**src/design/cpwsc_pkg.sv**
```systemverilog
// Shared types and constants for the contact pair warm start cache.
package cpwsc_pkg;

  localparam logic [1:0]  REQ_POINT  = 2'd0;
  localparam logic [1:0]  REQ_FRAME  = 2'd1;
  localparam logic [1:0]  REQ_CLEAR  = 2'd2;
  localparam logic [31:0] NO_FEATURE = 32'hFFFF_FFFF;
  localparam int          ID_SHIFT   = 32;
  localparam logic [6:0]  EVICT_MAX  = 7'd127;

  typedef struct packed {
    logic [1:0]  req_type;
    logic [31:0] body_a;
    logic [31:0] body_b;
    logic        has_point;
    logic [31:0] feature_id;
    logic [31:0] normal_impulse;
    logic [31:0] tangent_impulse_one;
    logic [31:0] tangent_impulse_two;
    logic        last_point;
  } in_t;

  typedef struct packed {
    logic [31:0] out_normal;
    logic [31:0] out_tangent_one;
    logic [31:0] out_tangent_two;
    logic        warm_started;
    logic        new_pair;
    logic        table_full;
    logic        last_result;
    logic [6:0]  evicted_count;
  } out_t;

  typedef struct packed {
    logic [31:0] feat;
    logic [31:0] normal;
    logic [31:0] tan_one;
    logic [31:0] tan_two;
  } point_t;

  // Commands broadcast to every cell of the pair table.
  typedef struct packed {
    logic snap;
    logic shift;
    logic clear;
    logic evict;
    logic wr_key;
    logic set_used;
  } cell_ctl_t;

  // Status flags that ride the shift chain toward the head cell.
  typedef struct packed {
    logic hit;
    logic free;
    logic stale;
  } cell_flag_t;

  typedef enum logic [3:0] {
    ST_IDLE,
    ST_SNAP,
    ST_SCAN,
    ST_PLACE,
    ST_CNT,
    ST_DEC,
    ST_LRD,
    ST_LCMP,
    ST_FIN,
    ST_COMMIT,
    ST_EVICT,
    ST_CLEAR,
    ST_NOP
  } state_e;

endpackage

```
**src/design/cpwsc_cell.sv**
```systemverilog
// One pair table entry: valid and touched marks, the pair key and a flag shift stage.
module cpwsc_cell #(
  parameter int SW  = 6,
  parameter int IDX = 0
) (
  input  logic                   clk_i,
  input  logic                   rst_ni,
  input  cpwsc_pkg::cell_ctl_t   ctl_i,
  input  logic [SW-1:0]          slot_i,
  input  logic [63:0]            probe_i,
  input  cpwsc_pkg::cell_flag_t  flag_i,
  output cpwsc_pkg::cell_flag_t  flag_o
);

  logic                  valid_q, touched_q;
  logic [63:0]           key_q;
  cpwsc_pkg::cell_flag_t sh_q, sh_d;
  logic                  sel;

  assign sel = (slot_i == SW'(IDX));

  always_comb begin
    sh_d = sh_q;
    if (ctl_i.snap) begin
      sh_d.hit   = valid_q && (key_q == probe_i);
      sh_d.free  = !valid_q;
      sh_d.stale = valid_q && !touched_q;
    end else if (ctl_i.shift) begin
      sh_d = flag_i;
    end
  end

  always_ff @(posedge clk_i or negedge rst_ni) begin
    if (!rst_ni) begin
      valid_q   <= 1'b0;
      touched_q <= 1'b0;
      sh_q      <= '0;
    end else begin
      sh_q <= sh_d;
      if (ctl_i.clear) begin
        valid_q   <= 1'b0;
        touched_q <= 1'b0;
      end else if (ctl_i.evict) begin
        valid_q   <= valid_q && touched_q;
        touched_q <= 1'b0;
      end else if (ctl_i.set_used && sel) begin
        valid_q   <= 1'b1;
        touched_q <= 1'b1;
      end
    end
  end

  always_ff @(posedge clk_i) begin
    if (ctl_i.wr_key && sel) begin
      key_q <= probe_i;
    end
  end

  assign flag_o = sh_q;

endmodule

```
**config.mk**
```make
export PLATFORM = sky130hd
export DESIGN_NAME = cpwsc_cell
export DESIGN_NICKNAME = d
export VERILOG_FILES = /design/src/design/cpwsc_pkg.sv /design/src/design/cpwsc_cell.sv
export SDC_FILE = /design/constraint.sdc
export NUM_CORES = 1
export LEC_CHECK = 0
export BUFFER_PORTS_ARGS = -buffer_cell sky130_fd_sc_hd__buf_2
export CAP_MARGIN = 20
export CORE_UTILIZATION = 38
export DETAILED_ROUTE_END_ITERATION = 10
export GPL_ROUTABILITY_DRIVEN = 0
export SLEW_MARGIN = 20
export SYNTH_ARGS = -nofsm -noshare
export SYNTH_HDL_FRONTEND = slang
export SYNTH_SLANG_ARGS = --single-unit
```
**constraint.sdc**
```tcl
create_clock -name clk_i -period 2.1 [get_ports clk_i]
set_input_delay 0.315 -clock clk_i [delete_from_list [all_inputs] [get_ports clk_i]]
set_output_delay 0.315 -clock clk_i [all_outputs]
set_load 0.005 [all_outputs]
```
==> impl_metrics.tcl, run 1 <==
set metrics [dict create \
    final_nets 366 \
    clockPowerShare_pct 38.7 \
    root_buffer "clkbuf_8" \
    report.power.total_mw 2.793 \
    ys_warn_count 0 \
    max_freq_mhz 592.5 \
    cts_max_level 3 \
    row_count 31 \
    cts.clk_slew.worst_paths_ps 80 \
    timing.final.ws_setup_ps 412.3 \
    netlist_area_sq_mm 0.002918 \
    track_usage_pct 14.41 \
    numCtsBuffers 9 \
    synth_cells 186 \
    synth_xor_area_share_pct 15.91 \
    hold_viol_final 0 \
    cpPeakStageDelay_ps 390 \
    avgSynthCellArea_sq_um 15.69 \
    yosys.area_share.simple_pct 7.461 \
    synth_nets 267 \
    cp_top_family "compound AO/OA/AOI/OAI gates" \
    switching_power_mw 0.5653 \
    path_cells "nor2b_1 > a2111o_1 > a2111oi_2 > nand4_1 > o31ai_2" \
    synth.area.top_cells "edfxtp_1, xnor2_1, xor2_1" \
    synth_fa_ha_area_share_pct 0 \
    synth_compound_area_share_pct 4.374 \
    wirelength_mm 5.295 \
    routed_via_density 4.625 \
    met2_usage_pct 22.38 \
    grt_max_degree 20 \
    yosysUniqueCellTypes 30 \
    worstPathRequired_ps 2360 \
    wl_per_cell_um 13.61 \
    reg2reg_slack_ps 410 \
    crit_path_end_kind "flip-flop" \
    synth_top_area_share_pct 65.87 \
    rsz0062_at_grt "false" \
    vdd_ir_drop_max_v 0.0003185 \
    worstSetupPathType "flip-flop to flip-flop" \
    dp_hpwl_mm 4.085 \
    met3_usage_pct 3.748 \
    clockBufferDepth 2 \
    first_global_vias 1789 \
    critPathSlowestCell "edfxtp_1" \
    dpl_worst_slack_ps 150.2 \
    cp-endpoint "flag_o[2]$_DFFE_PN0P_" \
    swShare_pct 20.24 \
    power_density_mw_per_mm2 747.0 \
    startpoint "key_q[47]$_DFFE_PP_" \
    clk_latency_ps 340 \
    area_growth_pct 28.13 \
    start_util_pct 39.80 \
    clock-sinks 69 \
    drive_gt1_share_pct 36.55 \
    die_w_um 89.63 \
    finalCritPeriodShare_pct 80.37 \
    multiInputGateArea_sq_um 832.0 \
    antenna_found_initial 0 \
    outcome "finished clean" \
    grt_busiest_layer "met2" \
    slew_headroom_pct 73.83 \
    first_pass_iters 4 \
    tns_ps 0 \
    regArea_sq_mm 0.002047 \
    cts_setup_buffers 0 \
    fin_skew_ps 11.50 \
    hold_path.class "primary input to flip-flop" \
    die_y_um 89.63 \
    ys_seq_elements 69 \
    synth_top_family_by_area "XOR/XNOR gates" \
    numPortBuffers 83 \
    rr_worst_depth 5 \
    antenna_left 0 \
    cts-resized-gates 0 \
    start_kind "flip-flop" \
    remaining_drc_errors 0 \
    coreArea_sq_mm 0.007331 \
    n_fill_cell 658 \
    tightest_slew_ps 382.6 \
    synth_top_cell_by_area "edfxtp_1" \
    setup_viol 0 \
    yosysSeqAreaShare_pct 70.15 \
    path_depth 5 \
    grt_first_pass_wirelength_mm 8.259 \
    whs_ps 152.1 \
    drv_slew 0 \
    met1_usage_pct 18.15 \
    grt_overflow 0 \
    p_seq_share_pct 54.4 \
    reg2reg_from "key_q[47]$_DFFE_PP_" \
    final_util_pct 51.00 \
    dieArea_sq_mm 0.008033 \
    path_buf_inv 0 \
    antenna_cells 0 \
    drt_iter0_drc 82 \
    muxShareOfSynthArea_pct 0.6861 \
    pin_count 84 \
    leakagePower_nw 1.391 \
    crit_arrival_ps 1940 \
    vias 1799 \
    cp_max_fo 2 \
    p_comb_share_pct 7.0 \
    max-cap-violations 0 \
    cts_tree "built" \
    fin_crit_ps 1688 \
    r2r_end "flag_o[2]$_DFFE_PN0P_" \
    p_int_mw 2.227 \
]
[cell usage after synthesis (all sizes together)]
master and count:
edfxtp 64, xnor2 33, xor2 20, inv 11, nand4 10, nor4 8, dfrtp 5, nor2b 5
nand3 3, o22ai 3, a2111oi 2, a211oi 2, mux2i 2, nand2 2, nor2 2, nor3 2
a2111o 1, a21oi 1, a222oi 1, a2bb2oi 1, and2 1, nand2b 1, o21ai 1, o221ai 1
o2bb2ai 1, o31ai 1, or2 1, or4 1
[worst min-delay path by stage]
stage,from,to,slack (ps),cells after the start
2_1_floorplan,rst_ni,flag_o[0]$_DFFE_PN0P_,20,0
3_3_place_gp,rst_ni,flag_o[0]$_DFFE_PN0P_,140,1
3_5_place_dp,rst_ni,touched_q$_DFFE_PN0P_,140,1
4_1_cts,ctl_i[3],valid_q$_DFFE_PN0P_,140,2
5_1_grt,probe_i[4],key_q[4]$_DFFE_PP_,150,1
6_report,ctl_i[3],valid_q$_DFFE_PN0P_,150,2
[cell usage in the layout (no fill, tap or decap), drive strengths merged]
cell,synthesis,routed
buf,0,87
edfxtp,64,64
xnor2,33,33
xor2,20,20
clkbuf,0,12
inv,11,11
nand4,10,10
nor4,8,8
dfrtp,5,5
nor2b,5,5
o22ai,3,3
nand3,3,3
nor3,2,2
nand2,2,2
nor2,2,2
a211oi,2,2
mux2i,2,2
a2111oi,2,2
clkinv,0,2
or4,1,1
and2,1,1
a2bb2oi,1,1
a2111o,1,1
o2bb2ai,1,1
nand2b,1,1
a222oi,1,1
o221ai,1,1
or2,1,1
o31ai,1,1
a21oi,1,1
o21ai,1,1
clkinvlp,0,1
bufinv,0,1
dlygate4sd3,0,1
[layer usage]
layer | vias up | share of wire [%]
met2 | 59 | 46
met1 | 835 | 45
met3 | 10 | 5.9
met4 | 0 | 2.5
met5 | - | 0
li1 | 895 | -
[cells by family (layout without fill, tap and decap cells)]
logic type             Yosys count  count (layout)
AO/OA/AOI/OAI                   15              15
XOR/XNOR                        53              53
buffers and inverters           11             115
flip-flops                      69              69
multiplexers                     2               2
AND/OR/NAND/NOR                 36              36
[power by group through the flow]
stage | Sequential, mW | Combinational, mW | Clock (mW)
2_1_floorplan | 1.55 | 0.0720 | 0
3_3_place_gp | 1.55 | 0.194 | 0
3_5_place_dp | 1.55 | 0.197 | 0
4_1_cts | 1.52 | 0.199 | 1.11
5_1_grt | 1.52 | 0.218 | 1.16
6_report | 1.52 | 0.194 | 1.08
[worst reg2reg max path: stages (launching register included)]
cell       delay, ps
edfxtp_1         390
nor2b_1          140
a2111o_1         390
a2111oi_2        320
nand4_1          140
o31ai_2          220
[timing repair]
item,in CTS,in global routing
endpoints found under the setup margin,0,0
endpoints found under the hold margin,5,0
hold buffers,1,0
[sequential cells by signal, summed over array words and instances (netlist names)]
| name | count |
|---|---|
| flag_o | 3 |
| touched_q | 1 |
| valid_q | 1 |
| key_q | 64 |
[area by class of cell]
class | instances | area share, %
tap | 99 | 3.313
clock buffer | 12 | 4.150
timing repair buffer | 88 | 13.19
multi-input combinational | 106 | 22.26
clock inverter | 4 | 1.238
inverter | 11 | 1.104
sequential | 69 | 54.75
[through the flow]
stage / area, sq um / std cells
after floorplan: 2920 / 186
after global placement: 3527 / 372
after detailed placement: 3527 / 372
after CTS: 3739 / 389
after global routing: 3739 / 389
final: 3739 / 389
Power figures use the tool's default switching activity.
==> run 2: changes to the inputs <==
- clock period: 2.1 -> 1.5 ns (I/O delays scaled with it)
==> run 2 against run 1 <==
Compared with the run above:
- the run now ends with negative setup slack left
- cell area decreased by 0.50%
- first-iteration DRC count increased by 6.1%
- clock power increased by 12%
- fmax increased by 5.4%
- total power increased by 29%
- final cell count unchanged
- clock-buffer cell count decreased by 1
==> impl_metrics.tcl, run 2 (synthesis gave the netlist of run 1 again) <==
set metrics [dict create \
    outcome "finished with violations" \
    violations "negative setup slack" \
    track_usage_pct 14.07 \
    swShare_pct 21.40 \
    coreArea_sq_mm 0.007331 \
    fin_skew_ps 5.739 \
    fin_crit_ps 1601 \
    antenna_cells 0 \
    rsz0062_at_grt "true" \
    n_fill_cell 661 \
    p_comb_share_pct 7.8 \
    final_nets 368 \
    dr.max_layer_used "met4" \
    start_util_pct 39.80 \
    cp_max_fo 2 \
    clock-sinks 69 \
    max-cap-violations 0 \
    drive_gt1_share_pct 37.24 \
    start_kind "flip-flop" \
    switching_power_mw 0.7740 \
    crit_path_end_kind "flip-flop" \
    hold_start "ctl_i[3]" \
    vias 1782 \
    antenna_left 0 \
    p_int_mw 2.842 \
    reg2reg_slack_ps -100 \
    crit_arrival_ps 1850 \
    hold_viol_final 0 \
    dp_hpwl_mm 3.878 \
    dr_wl_met2_mm 2.322 \
    cts.clk_slew.worst_paths_ps 60 \
    clockBufferDepth 2 \
    leakagePower_nw 1.372 \
    clk_latency_ps 340 \
    setup_viol 1 \
    power_density_mw_per_mm2 972.2 \
    met1_length_mm 2.470 \
    drt_iter0_drc 87 \
    first_pass_iters 4 \
    vdd_ir_drop_max_v 0.0005025 \
    startpoint "key_q[17]$_DFFE_PP_" \
    worstPathRequired_ps 1750 \
    worstSetupPathType "flip-flop to flip-flop" \
    tightest_slew_ps 331.2 \
    timing.final.ws_setup_ps -101.1 \
    reg2reg_from "key_q[17]$_DFFE_PP_" \
    wirelength_mm 5.276 \
    p_seq_share_pct 58.8 \
    finalCritPeriodShare_pct 106.7 \
    grt_overflow 0 \
    most-common-layout-cells "buf_2, edfxtp_1, xnor2_1, xor2_1, inv_1" \
    hold_path.class "primary input to flip-flop" \
    numCtsBuffers 9 \
    pin_count 84 \
    antenna_found_initial 0 \
    max_freq_mhz 624.6 \
    drv_slew 0 \
    final_common_cell "buf_2" \
    wl_per_cell_um 13.56 \
    numPortBuffers 83 \
    grt_max_degree 30 \
    regMostFlops "key_q" \
    remaining_drc_errors 0 \
    row_count 31 \
    root_buffer "clkbuf_8" \
    area_growth_pct 27.49 \
    routed_via_density 4.581 \
    cts_tree "built" \
    slew_headroom_pct 77.72 \
    wl_met3_um 403 \
    whs_ps 55.61 \
    dpl_worst_slack_ps -248.2 \
    grt_first_pass_wirelength_mm 7.976 \
    clockPowerShare_pct 33.4 \
    largest_reg_flops 64 \
    first_global_vias 1690 \
    die_w_um 89.63 \
    dieArea_sq_mm 0.008033 \
    die_y_um 89.63 \
    cts_max_level 3 \
]
-- run 2: stage by stage --
| stage | setup TNS [ps] | util [%] | instances | area [sq um] | power (mW) |
|---|---|---|---|---|---|
| CTS | -127.3 | 50.40 | 389 | 3695 | 3.665 |
| global placement | -14220 | 48.27 | 374 | 3538 | 2.439 |
| finish | -101.1 | 50.74 | 389 | 3720 | 3.616 |
| floorplan | -20550 | - | 186 | 2929 | 2.269 |
| global route | -229.7 | 50.74 | 389 | 3720 | 3.759 |
| detailed placement | -15670 | 48.27 | 374 | 3538 | 2.445 |
-- run 2: worst paths after layout --
path / end / cells after the start
min in group asynchronous: flag_o[0]$_DFFE_PN0P_ / 2
worst min register to register: flag_o[1]$_DFFE_PN0P_ / 1
max in group asynchronous: touched_q$_DFFE_PN0P_ / 2
worst max-delay path: flag_o[2]$_DFFE_PN0P_ / 5
worst min-delay path: valid_q$_DFFE_PN0P_ / 2
worst max register to register: flag_o[2]$_DFFE_PN0P_ / 5
-- run 2: repair_timing --
item / 4_1_cts / 5_1_grt
hold endpoints to repair: 5 / 0
pin swaps: 2 / 4
buffers inserted: 0 / 0
setup endpoints to repair: 1 / 1
hold buffers: 1 / 0
resized for setup: 0 / 4
-- run 2: worst max-delay path, cell delays in order (launching register included) --
cell,delay (ps)
edfxtp_1,390
nor2b_4,140
a2111o_1,410
a2111oi_4,200
nand4_1,160
o31ai_2,220
-- run 2: power by group through the flow --
stage               Sequential [mW]  Combinational [mW]  Clock, mW
floorplan                      2.17               0.102          0
global placement               2.17               0.272          0
detailed placement             2.17               0.278          0
CTS                            2.13               0.281       1.26
global route                   2.13               0.315       1.32
finish                         2.13               0.282       1.21
-- run 2: final cells by class --
cell class / count / area (sq um) / share of cell area, %
clock buffers: 11 / 131.4 / 3.532
clock inverters: 3 / 15.01 / 0.4036
inverters: 11 / 41.29 / 1.110
multi-input cells: 106 / 865.8 / 23.28
flip-flops and latches: 69 / 2047 / 55.03
well taps: 99 / 123.9 / 3.330
repair buffers: 90 / 495.5 / 13.32
-- run 2: per-layer routing --
layer,global-route usage (%),vias to the layer above
met2,20.11,69
met4,6.926,0
li1,-,896
met1,18.47,810
met3,5.850,7
met5,0,-
